==> config.mk <==
export PLATFORM = sky130hd
export DESIGN_NAME = calendar_countdown
export DESIGN_NICKNAME = d
export VERILOG_FILES = /design/src/rtl/cdn_pkg.sv /design/src/rtl/cdn_sequencer.sv /design/src/rtl/cdn_datapath.sv /design/src/rtl/calendar_countdown.sv
export SDC_FILE = /design/constraint.sdc
export NUM_CORES = 2
export LEC_CHECK = 0
export BUFFER_PORTS_ARGS = -buffer_cell sky130_fd_sc_hd__buf_4
export CORE_AREA = 2 2 259 261
export CTS_CLUSTER_DIAMETER = 80
export CTS_CLUSTER_SIZE = 12
export DETAILED_ROUTE_END_ITERATION = 8
export DIE_AREA = 0 0 261 263
export PLACE_DENSITY = 0.93
export SLEW_MARGIN = 20
export SYNTH_ARGS = -nofsm -noshare
export SYNTH_HDL_FRONTEND = slang
export SYNTH_SLANG_ARGS = --single-unit
==> constraint.sdc <==
create_clock -name aclk -period 11.3 [get_ports aclk]
set_input_delay 0.565 -clock aclk [delete_from_list [all_inputs] [get_ports aclk]]
set_output_delay 0.565 -clock aclk [all_outputs]
set_load 0.01 [all_outputs]
==> src/rtl/cdn_pkg.sv <==
// shared types, constants and microcode program of the calendar countdown
package cdn_pkg;

    localparam int S_DATA_W = 72;
    localparam int M_DATA_W = 56;
    localparam int PC_W     = 4;
    localparam int ACC_W    = 40;
    localparam int QUO_W    = 32;
    localparam int REM_W    = 12;
    localparam int HQ_W     = 21;

    localparam logic [11:0] EPOCH_YEAR   = 12'd1970;
    localparam logic [8:0]  YEAR_DAYS    = 9'd365;
    localparam logic [16:0] DAY_SECS     = 17'd86400;
    localparam logic [11:0] HOUR_SECS    = 12'd3600;
    localparam logic [11:0] MIN_SECS     = 12'd60;
    localparam logic [31:0] THRESH_RESET = 32'd86400;

    // 1970 taken modulo 4, 100 and 400
    localparam logic [1:0] M4_INIT   = 2'd2;
    localparam logic [6:0] M100_INIT = 7'd70;
    localparam logic [8:0] M400_INIT = 9'd370;
    localparam logic [6:0] M100_LAST = 7'd99;
    localparam logic [8:0] M400_LAST = 9'd399;

    localparam logic [3:0] MON_LAST_IDX = 4'd11;
    localparam logic [3:0] MON_MAR_IDX  = 4'd2;
    localparam logic [3:0] MON_MAX      = 4'd12;

    // reciprocals: x / 3600 as (x >> 4) / 225, x / 60 as (x >> 2) / 15
    localparam logic [28:0] HOUR_RECIP = 29'd305419897;  // ceil(2^36 / 225)
    localparam int          HP_SHIFT   = 36;
    localparam logic [10:0] MIN_RECIP  = 11'd1093;       // ceil(2^14 / 15)
    localparam int          MP_SHIFT   = 14;

    typedef enum logic [3:0] {
        OP_WAIT,
        OP_YEAR,
        OP_MONTH,
        OP_MUL_DAY,
        OP_MUL_HOUR,
        OP_MUL_MIN,
        OP_ADD_SEC,
        OP_SUB_NOW,
        OP_CLAMP,
        OP_DIV_H,
        OP_SET_M,
        OP_DIV_M,
        OP_SET_S,
        OP_EMIT
    } op_t;

    typedef enum logic [2:0] {
        COND_NEVER,
        COND_NO_INPUT,
        COND_YEAR_MORE,
        COND_OUT_BUSY
    } cond_t;

    typedef struct packed {
        op_t              op;
        cond_t            cond;
        logic [PC_W-1:0]  target;
        logic             wrap;
    } ucode_t;

    typedef struct packed {
        logic in_valid;
        logic year_more;
        logic out_busy;
    } stat_t;

    // program addresses that are jumped to
    localparam logic [PC_W-1:0] PC_WAIT  = 4'd0;
    localparam logic [PC_W-1:0] PC_YEAR  = 4'd1;
    localparam logic [PC_W-1:0] PC_EMIT  = 4'd13;

    function automatic logic [8:0] month_start(input logic [3:0] idx);
        logic [8:0] d;
        case (idx)
            4'd0:    d = 9'd0;
            4'd1:    d = 9'd31;
            4'd2:    d = 9'd59;
            4'd3:    d = 9'd90;
            4'd4:    d = 9'd120;
            4'd5:    d = 9'd151;
            4'd6:    d = 9'd181;
            4'd7:    d = 9'd212;
            4'd8:    d = 9'd243;
            4'd9:    d = 9'd273;
            4'd10:   d = 9'd304;
            default: d = 9'd334;
        endcase
        return d;
    endfunction

    function automatic ucode_t ucode_rom(input logic [PC_W-1:0] pc);
        ucode_t w;
        case (pc)
            4'd0:    w = '{OP_WAIT,     COND_NO_INPUT,  PC_WAIT,  1'b0};
            4'd1:    w = '{OP_YEAR,     COND_YEAR_MORE, PC_YEAR,  1'b0};
            4'd2:    w = '{OP_MONTH,    COND_NEVER,     PC_WAIT,  1'b0};
            4'd3:    w = '{OP_MUL_DAY,  COND_NEVER,     PC_WAIT,  1'b0};
            4'd4:    w = '{OP_MUL_HOUR, COND_NEVER,     PC_WAIT,  1'b0};
            4'd5:    w = '{OP_MUL_MIN,  COND_NEVER,     PC_WAIT,  1'b0};
            4'd6:    w = '{OP_ADD_SEC,  COND_NEVER,     PC_WAIT,  1'b0};
            4'd7:    w = '{OP_SUB_NOW,  COND_NEVER,     PC_WAIT,  1'b0};
            4'd8:    w = '{OP_CLAMP,    COND_NEVER,     PC_WAIT,  1'b0};
            4'd9:    w = '{OP_DIV_H,    COND_NEVER,     PC_WAIT,  1'b0};
            4'd10:   w = '{OP_SET_M,    COND_NEVER,     PC_WAIT,  1'b0};
            4'd11:   w = '{OP_DIV_M,    COND_NEVER,     PC_WAIT,  1'b0};
            4'd12:   w = '{OP_SET_S,    COND_NEVER,     PC_WAIT,  1'b0};
            4'd13:   w = '{OP_EMIT,     COND_OUT_BUSY,  PC_EMIT,  1'b1};
            default: w = '{OP_WAIT,     COND_NEVER,     PC_WAIT,  1'b1};
        endcase
        return w;
    endfunction

endpackage

==> src/rtl/cdn_sequencer.sv <==
// microcode sequencer: step counter, program table and conditional jumps
module cdn_sequencer (
    input  logic                   aclk,
    input  logic                   aresetn,
    input  cdn_pkg::stat_t         stat_i,
    output cdn_pkg::op_t           op_o
);
    import cdn_pkg::*;

    logic [PC_W-1:0] pc_reg;
    logic [PC_W-1:0] pc_next;
    ucode_t          word;
    logic            take;

    always_comb begin
        word = ucode_rom(pc_reg);
        case (word.cond)
            COND_NEVER:     take = 1'b0;
            COND_NO_INPUT:  take = !stat_i.in_valid;
            COND_YEAR_MORE: take = stat_i.year_more;
            COND_OUT_BUSY:  take = stat_i.out_busy;
            default:        take = 1'b0;
        endcase
        if (take) begin
            pc_next = word.target;
        end else if (word.wrap) begin
            pc_next = PC_WAIT;
        end else begin
            pc_next = pc_reg + PC_W'(1);
        end
    end

    always_ff @(posedge aclk) begin
        if (!aresetn) begin
            pc_reg <= PC_WAIT;
        end else begin
            pc_reg <= pc_next;
        end
    end

    assign op_o = word.op;

endmodule

==> src/rtl/cdn_datapath.sv <==
// datapath: year walk, day and second accumulation, reciprocal divides, output word
module cdn_datapath (
    input  logic                            aclk,
    input  logic                            aresetn,
    input  cdn_pkg::op_t                    op_i,
    input  logic [31:0]                     thresh_i,
    output cdn_pkg::stat_t                  stat_o,
    input  logic                            s_tvalid,
    output logic                            s_tready,
    input  logic [cdn_pkg::S_DATA_W-1:0]    s_tdata,
    output logic                            m_tvalid,
    input  logic                            m_tready,
    output logic [cdn_pkg::M_DATA_W-1:0]    m_tdata
);
    import cdn_pkg::*;

    // captured input word
    logic [11:0] year_reg, year_next;
    logic [3:0]  mon_reg, mon_next;
    logic [4:0]  daym1_reg, daym1_next;
    logic [4:0]  hour_reg, hour_next;
    logic [5:0]  min_reg, min_next;
    logic [5:0]  sec_reg, sec_next;
    logic [31:0] now_reg, now_next;

    // year walk
    logic [11:0] yr_reg, yr_next;
    logic [1:0]  m4_reg, m4_next;
    logic [6:0]  m100_reg, m100_next;
    logic [8:0]  m400_reg, m400_next;

    logic [ACC_W-1:0] acc_reg, acc_next;
    logic [ACC_W-1:0] prod_reg, prod_next;

    // split of the remaining time
    logic [QUO_W-1:0] quo_reg, quo_next;
    logic [HQ_W-1:0]  hq_reg, hq_next;
    logic [REM_W-1:0] rem_reg, rem_next;

    // result fields
    logic [32:0] diff_reg, diff_next;
    logic        soon_reg, soon_next;
    logic        passed_reg, passed_next;
    logic [7:0]  hrs_reg, hrs_next;
    logic [5:0]  mins_reg, mins_next;
    logic [5:0]  secs_reg, secs_next;

    logic [M_DATA_W-1:0] m_data_reg, m_data_next;
    logic                m_valid_reg, m_valid_next;

    logic [11:0] in_year;
    logic [3:0]  in_mon;
    logic [4:0]  in_day;
    logic        leap;
    logic        out_busy;
    logic        neg;
    logic        big;
    logic [ACC_W-1:0] day_prod;
    logic [ACC_W-1:0] hour_prod;
    logic [ACC_W-1:0] min_prod;
    logic [56:0]      hq_prod;
    logic [QUO_W-1:0] h_rem;
    logic [20:0]      mq_prod;
    logic [REM_W-1:0] m_rem;

    assign in_year = s_tdata[11:0];
    assign in_mon  = s_tdata[15:12];
    assign in_day  = s_tdata[20:16];

    assign leap      = (m400_reg == '0) || ((m4_reg == '0) && (m100_reg != '0));
    assign out_busy  = m_valid_reg && !m_tready;
    assign neg       = acc_reg[ACC_W-1];
    assign big       = !neg && (acc_reg[ACC_W-2:32] != '0);
    assign day_prod  = ACC_W'(acc_reg[19:0]) * ACC_W'(DAY_SECS);
    assign hour_prod = ACC_W'(hour_reg) * ACC_W'(HOUR_SECS);
    assign min_prod  = ACC_W'(min_reg) * ACC_W'(MIN_SECS);

    // reciprocal divides, exact over the full operand range
    assign hq_prod = 57'(quo_reg[QUO_W-1:4]) * 57'(HOUR_RECIP);
    assign h_rem   = quo_reg - QUO_W'(hq_reg) * QUO_W'(HOUR_SECS);
    assign mq_prod = 21'(rem_reg[REM_W-1:2]) * 21'(MIN_RECIP);
    assign m_rem   = rem_reg - REM_W'(mins_reg) * REM_W'(MIN_SECS);

    always_comb begin
        year_next    = year_reg;
        mon_next     = mon_reg;
        daym1_next   = daym1_reg;
        hour_next    = hour_reg;
        min_next     = min_reg;
        sec_next     = sec_reg;
        now_next     = now_reg;
        yr_next      = yr_reg;
        m4_next      = m4_reg;
        m100_next    = m100_reg;
        m400_next    = m400_reg;
        acc_next     = acc_reg;
        prod_next    = prod_reg;
        quo_next     = quo_reg;
        hq_next      = hq_reg;
        rem_next     = rem_reg;
        diff_next    = diff_reg;
        soon_next    = soon_reg;
        passed_next  = passed_reg;
        hrs_next     = hrs_reg;
        mins_next    = mins_reg;
        secs_next    = secs_reg;
        m_data_next  = m_data_reg;
        m_valid_next = m_valid_reg && !m_tready;

        case (op_i)
            OP_WAIT: begin
                if (s_tvalid) begin
                    year_next  = (in_year < EPOCH_YEAR) ? EPOCH_YEAR : in_year;
                    if (in_mon == '0) begin
                        mon_next = '0;
                    end else if (in_mon > MON_MAX) begin
                        mon_next = MON_LAST_IDX;
                    end else begin
                        mon_next = in_mon - 4'd1;
                    end
                    daym1_next = (in_day == '0) ? '0 : in_day - 5'd1;
                    hour_next  = s_tdata[25:21];
                    min_next   = s_tdata[31:26];
                    sec_next   = s_tdata[37:32];
                    now_next   = s_tdata[69:38];
                    yr_next    = EPOCH_YEAR;
                    m4_next    = M4_INIT;
                    m100_next  = M100_INIT;
                    m400_next  = M400_INIT;
                    acc_next   = '0;
                end
            end
            OP_YEAR: begin
                if (yr_reg < year_reg) begin
                    acc_next  = acc_reg + ACC_W'(YEAR_DAYS) + ACC_W'(leap);
                    yr_next   = yr_reg + 12'd1;
                    m4_next   = m4_reg + 2'd1;
                    m100_next = (m100_reg == M100_LAST) ? '0 : m100_reg + 7'd1;
                    m400_next = (m400_reg == M400_LAST) ? '0 : m400_reg + 9'd1;
                end
            end
            OP_MONTH: begin
                // counters now sit on the target year, so leap is its own
                acc_next = acc_reg + ACC_W'(month_start(mon_reg)) + ACC_W'(daym1_reg)
                         + ACC_W'(leap && (mon_reg >= MON_MAR_IDX));
            end
            OP_MUL_DAY: begin
                prod_next = day_prod;
                acc_next  = '0;
            end
            OP_MUL_HOUR: begin
                acc_next  = acc_reg + prod_reg;
                prod_next = hour_prod;
            end
            OP_MUL_MIN: begin
                acc_next  = acc_reg + prod_reg;
                prod_next = min_prod;
            end
            OP_ADD_SEC: begin
                acc_next = acc_reg + prod_reg + ACC_W'(sec_reg);
            end
            OP_SUB_NOW: begin
                acc_next = acc_reg - ACC_W'(now_reg);
            end
            OP_CLAMP: begin
                passed_next = neg;
                if (neg) begin
                    diff_next = acc_reg[32:0];
                    soon_next = 1'b1;
                    quo_next  = '0;
                end else if (big) begin
                    diff_next = {1'b0, {32{1'b1}}};
                    soon_next = (thresh_i == {32{1'b1}});
                    quo_next  = '1;
                end else begin
                    diff_next = {1'b0, acc_reg[31:0]};
                    soon_next = (acc_reg[31:0] <= thresh_i);
                    quo_next  = acc_reg[31:0];
                end
            end
            OP_DIV_H: begin
                hq_next = hq_prod[HP_SHIFT +: HQ_W];
            end
            OP_SET_M: begin
                hrs_next = (hq_reg[HQ_W-1:8] != '0) ? 8'hFF : hq_reg[7:0];
                rem_next = h_rem[REM_W-1:0];
            end
            OP_DIV_M: begin
                mins_next = mq_prod[MP_SHIFT +: 6];
            end
            OP_SET_S: begin
                secs_next = m_rem[5:0];
            end
            OP_EMIT: begin
                if (!out_busy) begin
                    m_data_next  = {1'b0, secs_reg, mins_reg, hrs_reg,
                                    passed_reg, soon_reg, diff_reg};
                    m_valid_next = 1'b1;
                end
            end
            default: begin
            end
        endcase
    end

    always_ff @(posedge aclk) begin
        year_reg   <= year_next;
        mon_reg    <= mon_next;
        daym1_reg  <= daym1_next;
        hour_reg   <= hour_next;
        min_reg    <= min_next;
        sec_reg    <= sec_next;
        now_reg    <= now_next;
        yr_reg     <= yr_next;
        m4_reg     <= m4_next;
        m100_reg   <= m100_next;
        m400_reg   <= m400_next;
        acc_reg    <= acc_next;
        prod_reg   <= prod_next;
        quo_reg    <= quo_next;
        hq_reg     <= hq_next;
        rem_reg    <= rem_next;
        diff_reg   <= diff_next;
        soon_reg   <= soon_next;
        passed_reg <= passed_next;
        hrs_reg    <= hrs_next;
        mins_reg   <= mins_next;
        secs_reg   <= secs_next;
        m_data_reg <= m_data_next;
    end

    always_ff @(posedge aclk) begin
        if (!aresetn) begin
            m_valid_reg <= 1'b0;
        end else begin
            m_valid_reg <= m_valid_next;
        end
    end

    assign stat_o.in_valid  = s_tvalid;
    assign stat_o.year_more = ({1'b0, yr_reg} + 13'd1) < {1'b0, year_reg};
    assign stat_o.out_busy  = out_busy;

    assign s_tready = (op_i == OP_WAIT);
    assign m_tvalid = m_valid_reg;
    assign m_tdata  = m_data_reg;

endmodule

==> src/rtl/calendar_countdown.sv <==
// top level of the calendar countdown: threshold register, sequencer and datapath
//
//  channel | direction | handshake           | payload
//  --------+-----------+---------------------+----------------------------------------
//  s_      | in        | s_tvalid / s_tready | target date, time and now, 72-bit word
//  cfg_    | in        | cfg_valid/cfg_ready | soon_threshold, 32 bits
//  m_      | out       | m_tvalid / m_tready | signed difference, flags and h/m/s split
//
// one word at a time; year clamped to at least 1970; the year walk adds one year
// a cycle, seven steps build and clamp the difference, four split it by reciprocal
// multiplies
// s_tready is high only while the sequencer sits on its wait step; a result held in
// the output register does not block the next word, only the following result
// synchronous active-low reset returns the sequencer to wait, empties the output
// register and sets the threshold to 86400; cfg_ready is always high
module calendar_countdown (
    input  logic                            aclk,
    input  logic                            aresetn,
    input  logic                            s_tvalid,
    output logic                            s_tready,
    // [11:0] target_year, [15:12] target_month, [20:16] target_day,
    // [25:21] target_hour, [31:26] target_minute, [37:32] target_second,
    // [69:38] now_seconds, [71:70] zero
    input  logic [cdn_pkg::S_DATA_W-1:0]    s_tdata,
    input  logic                            cfg_valid,
    output logic                            cfg_ready,
    input  logic [31:0]                     cfg_data,
    output logic                            m_tvalid,
    input  logic                            m_tready,
    // [32:0] seconds_left, [33] is_soon, [34] has_passed, [42:35] hours_left,
    // [48:43] minutes_left, [54:49] seconds_part, [55] zero
    output logic [cdn_pkg::M_DATA_W-1:0]    m_tdata
);
    import cdn_pkg::*;

    logic [31:0] thresh_reg;
    logic [31:0] thresh_next;
    op_t         op;
    stat_t       stat;

    // the user must change the threshold only between words; the block does not enforce it
    assign cfg_ready   = 1'b1;
    assign thresh_next = (cfg_valid && cfg_ready) ? cfg_data : thresh_reg;

    always_ff @(posedge aclk) begin
        if (!aresetn) begin
            thresh_reg <= THRESH_RESET;
        end else begin
            thresh_reg <= thresh_next;
        end
    end

    // program counter and microcode table
    cdn_sequencer u_seq (
        .aclk    (aclk),
        .aresetn (aresetn),
        .stat_i  (stat),
        .op_o    (op)
    );

    // arithmetic, divider and output register
    cdn_datapath u_dp (
        .aclk     (aclk),
        .aresetn  (aresetn),
        .op_i     (op),
        .thresh_i (thresh_reg),
        .stat_o   (stat),
        .s_tvalid (s_tvalid),
        .s_tready (s_tready),
        .s_tdata  (s_tdata),
        .m_tvalid (m_tvalid),
        .m_tready (m_tready),
        .m_tdata  (m_tdata)
    );

endmodule

### Word level (Yosys, flattened, before mapping)

Memories as Yosys holds them, arrays and structs flattened. A register that Yosys moved wholly into a read port is not among the register bits.
Index checks and enable logic that the tools add are counted.

| storage, ports and cells | value |
|---|---|
| register bits | 392 |
| output and inout bits | 59 |
| bits in read-only memories | 304 |
| word-level logic and storage cells | 136 |
| memories | 2 |
| input port bits | 109 |

| cells by class | value |
|---|---|
| multiply operators | 7 |
| reduce and logical (&&, ||, !) cells | 25 |
| bitwise operators | 1 |
| multiplexer cells | 29 |
| add/sub/neg operators | 18 |
| order comparisons | 6 |
| eq/ne operators | 21 |

Memory list:

| name | words | width | rd ports | clocked after memory_dff | wr ports | RTL line | RTL |
|---|---|---|---|---|---|---|---|
| (name not given) | 16 | 10 | 1 | 1 | 0 | cdn_pkg.sv:99 | `case (pc)` |
| (name not given) | 16 | 9 | 1 | 0 | 0 | cdn_pkg.sv:80 | `case (idx)` |

Operator list:

| kind | count |
|---|---|
| $pmux 40 s7 | 1 |
| $pmux 40 s3 | 1 |
| $add 40x1->40 | 2 |
| $mux 40 | 2 |
| $mux 32 | 2 |
| $mul 28x29->57 const B | 1 |
| $add 40x40->40 | 1 |
| $add 40x5->40 | 1 |
| $add 40x6->40 | 1 |
| $add 40x9->40 | 1 |
| $add 40x9->40 const B | 1 |
| $sub 40x32->40 | 1 |
| $mux 9 | 4 |
| $mux 33 | 1 |
| $eq 32x32->1 const B | 1 |
| $le 32x32->1 | 1 |
| $mul 20x10->30 const B | 1 |
| $eq 4x4->1 const B | 6 |
| $mux 12 | 2 |
| $pmux 12 s2 | 1 |
| $mul 21x8->8 const B | 1 |
| $mux 7 | 3 |
| $reduce_bool 7->1 | 3 |
| $mul 10x11->20 const B | 1 |
| other kinds (48) | 67 |

### Depth between registers and ports, before layout

| depth | value |
|---|---|
| word-level depth | 6 |
| gate-level depth with buffers | 24 |
| depth with buffers taken out | 24 |

### Modules after synthesis

Synthesis repeated with hierarchy kept, for this count alone.

| unflattened totals | value |
|---|---|
| cell total of the unflattened synthesis | 4161 |
| area total of the unflattened synthesis | 41929.0 sq um |

Modules (own cells, without submodules):

| module | cells each | area an instance (sq um) | seq. area each (sq um) | instances |
|---|---|---|---|---|
| cdn_datapath | 3995 | 40093.5 | 10530.1 | 1 |
| calendar_countdown | 105 | 1242.4 | 640.6 | 1 |
| cdn_sequencer | 61 | 593.1 | 240.2 | 1 |

### Worst setup path after synthesis

No wires, ideal clock.

| path | value |
|---|---|
| path kind | register -> register |
| start point | register u_dp.quo_reg[21] |
| end point | register u_dp.hq_reg[16], data pin |
| arrival | 6.521 ns |
| required time | 11.042 ns |
| clock period less this slack | 6.779 ns |
| buffers on the path | 0 |
| cell stages (with the launch flop) | 25 |
| setup slack | 4.521 ns |
| library setup time | 0.258 ns |
| cells stage by stage | edfxtp_1 > inv_1 > ha_1 > inv_1 > fa_1 > inv_1 > fa_1 > inv_1 > fa_1 > inv_1 > fa_1 > inv_1 > fa_1 > fa_1 > ha_1 > nand4_1 > nor4_1 > a211o_1 > a311o_1 > o211ai_1 > nand3_1 > o41a_1 > a211o_1 > a21oi_1 > xnor2_1 |

| on the way | value |
|---|---|
| longest elaborated chain between the ends | 1 |

RTL lines:

| item | RTL line | RTL |
|---|---|---|
| from (decl) | cdn_datapath.sv:36 | `logic [QUO_W-1:0] quo_reg, quo_next;` |
| from (signal assigned) | cdn_datapath.sv:220 | `quo_reg <= quo_next;` |
| $mul 28x29->57 | cdn_datapath.sv:79 | `assign hq_prod = 57'(quo_reg[QUO_W-1:4]) * 57'(HOUR_RECIP);` |
| net u_dp.hq_prod[52] | cdn_datapath.sv:61 | `logic [56:0] hq_prod;` |
| to (signal assigned) | cdn_datapath.sv:221 | `hq_reg <= hq_next;` |
| to (decl) | cdn_datapath.sv:37 | `logic [HQ_W-1:0] hq_reg, hq_next;` |

The timed path passes the listed nets, and every way through them passes these cells.
A chain may end at the register's enable or synchronous reset.

### Worst setup path after layout

| path | value |
|---|---|
| start point | register u_dp.quo_reg[11] |
| end point | register u_dp.hq_reg[16], data pin |

Same word-level chain as after synthesis.

==> impl_metrics.yaml <==
cts:
  cts.sinks: 395
  clk_path_buf_depth: 3
  cts_resized: 0
  cts_tree: "built"
  clk_latency_ps: 620
  cts-htree-levels: 2
  holdBufCountCts: 0
  clk_pin_slew_ps: 60
  cts_setup_buffers: 0
  root_buffer: "clkbuf_16"
  cts_buffers: 42
hold_path:
  hold-path-cell-count: 1
  min_path_type: "input port to flip-flop"
  holdPathEnd: "u_dp.now_reg[30]"
  min-delay-start: "s_tdata[68]"
setup_path:
  rrSetupSlack_ps: 3180
  crit_start: "u_dp.quo_reg[11]"
  critPathRequiredTime_ps: 11630
  setup.worst_path.end_class: "flip-flop"
  cp-start-kind: "flip-flop"
  crit_type: "flip-flop to flip-flop"
  arrival_ps: 8450
  ff2ff_path_depth: 22
  worstReg2RegEnd: "u_dp.hq_reg[16]"
  r2r-start: "u_dp.quo_reg[11]"
  worstPathMaxFanout: 9
timing:
  hold_viol: 0
  setup_viol: 0
  timing.final.crit_share: 0.719
  fin_skew_ps: 44.7
  rsz0062_at_grt: "no"
  clock.fmax_mhz: 123
  slew_viol_final: 0
  max_slew_margin: 0.228
  final.setup.tns_ps: 0
  fin_crit_ps: 8120
  worstMarginPinSlew_ps: 1150
yosys:
  synth_ff_type: "edfxtp_1"
  yosys-top-cells-area: "edfxtp_1, ha_1, fa_1"
  yosysSeqAreaShare: 0.272
  syn_area_sq_um: 41900
  syn-instance-count: 4188
  synth_edf_count: 350
  syn_area_per_cell_sq_um: 10.0
  ys_ff_latch: 395
  synth_cell_types: 100
  synthesis.nets: 5310
  synth-warning-count: 0
  yosysTopAreaCell: "edfxtp_1"
  yosysTopAreaCellShare: 0.251
  async_flop_share: 0
final_layout:
  utilization: 0.690
  diodes: 0
  fin_nets: 5451
  stdcell_area_sq_um: 45300
  drive_gt1_frac: 0.0730
  syn2layout_area_growth_pct: 8.13
  fillers: 4491
  largest_register_ffs: 55
pwr:
  vdd_drop_max_mv: 0.445
  power_density_nw_per_um2: 314
  p_leak_nw: 21.3
status:
  status: "finished, final reports clean"
grt:
  antenna_found_initial: 1
  grt_pass1_wl_microns: 184000
  grt_max_degree: 71
  grt.overflow.total: 0
  grt_pass1_vias: 34900
  grt_usage: 0.345
routing:
  route.detailed.drc: 0
  via_per_inst: 6.37
  finalWirelength_microns: 117000
  drt-wirelength-per-cell_microns: 22.5
  vias: 33300
  drtIter0Drc: 3695
  postRouteAntennaNets: 0
  drt_first_pass_iters: 6
floorplanning:
  core_area_sq_um: 65600
  die_area_sq_um: 68600
  start_util: 0.638
  fp-row-count: 94
  fp.dieH_microns: 263
  die_w_microns: 261
  ios: 168
place:
  io_buffers: 163
  hpwl_microns: 90100
  dpl_cell_area_sq_um: 44000
  gp_congestion: 1.01
job:
  drv_cap: 0
power by group:
group          switching (mW)  internal (mW)
combinational            6.23           4.00
sequential              0.431           2.25
clock                   0.621          0.699
placed cells by master, fill, tap and decap left out, types with 16 or more instances in the layout:
master,instances
nor2_1,176
o31ai_1,18
nand3_1,63
dfxtp_1,45
o221ai_1,18
and3_1,27
nor2b_1,54
a21oi_1,205
nand4_1,68
nand2b_1,54
o21ai_0,158
clkbuf_16,42
xnor2_1,108
a22oi_1,16
o211ai_1,34
fa_1,345
buf_4,188
inv_1,811
clkbuf_1,18
or3_1,29
a21o_1,100
and2_1,30
nor3_1,72
mux2i_1,37
o22ai_1,19
a31oi_1,24
or2_2,31
ha_1,668
o21bai_1,25
nand2_1,168
xor2_1,85
o21a_1,29
edfxtp_1,350
a211oi_1,25
worst max-delay path, stage by stage, from the launching register on:
cell and delay (ps):
edfxtp_1 680, fa_1 700, inv_1 90, fa_1 380
inv_1 100, fa_1 410, inv_1 110, fa_1 470
fa_1 560, fa_1 460, fa_1 620, inv_1 70
ha_1 310, and3_1 210, a221oi_1 360, o211ai_1 250
a311o_1 490, o211ai_1 280, nand3_1 250, o41a_1 430
a211o_1 310, a21oi_1 200, xnor2_1 90
Yosys cell counts, types with 34 or more instances:
cell type / number
inv_1: 811
ha_1: 668
edfxtp_1: 350
fa_1: 345
a21oi_1: 206
nor2_1: 180
nand2_1: 168
o21ai_0: 158
xnor2_1: 108
a21o_1: 100
xor2_1: 85
nor3_1: 75
nand4_1: 68
clkbuf_1: 65
nand3_1: 63
nor2b_1: 55
nand2b_1: 54
dfxtp_1: 45
mux2i_1: 37
o211ai_1: 34
worst max-delay path by stage:
stage	depth (start not counted)	slack [ps]	endpoint
2_1_floorplan	24	4520	u_dp.hq_reg[16]
3_3_place_gp	24	3520	u_dp.hq_reg[16]
3_5_place_dp	22	3410	u_dp.hq_reg[16]
4_1_cts	22	3350	u_dp.hq_reg[16]
5_1_grt	24	2950	u_dp.hq_reg[8]
6_report	22	3180	u_dp.hq_reg[16]
per-layer routing:
metal / vias up / global-route usage / share of wire
li1: 14700 / - / -
met4: 2 / 0.209 / 0.071
met5: - / 0 / 0.00011
met1: 15900 / 0.409 / 0.36
met2: 2019 / 0.567 / 0.47
met3: 623 / 0.0809 / 0.11
through the flow:
step / hold slack, ps / power, mW / setup slack, ps / cells
finish: 124 / 14.2 / 3180 / 5219
global route: 115 / 15.3 / 2950 / 5219
CTS: 102 / 13.9 / 3350 / 5219
detailed placement: 405 / 12.3 / 3410 / 5149
global placement: 403 / 11.8 / 3520 / 5149
floorplan: 400 / 9.99 / 4520 / 4188
layout make-up:
cell class / count / area, sq um / area share
Tap cell: 864 / 1080 / 0.0239
Inverter: 811 / 3040 / 0.0672
Clock inverter: 10 / 121 / 0.00268
Timing Repair Buffer: 188 / 1410 / 0.0312
Sequential cell: 395 / 11400 / 0.252
Clock buffer: 60 / 1120 / 0.0247
Multi-Input combinational cell: 2891 / 27100 / 0.598
logic make-up after synthesis:
kind of cell	after synthesis	share of synthesized area
AO/OA/AOI/OAI	800	0.126
XOR/XNOR	193	0.0404
adder cells (fa/ha/maj)	1013	0.364
buffers and inverters	902	0.0822
flip-flops	395	0.272
multiplexers	42	0.0102
other	2	0.000179
AND/OR/NAND/NOR	841	0.104
(Power assumes the default switching activity.)
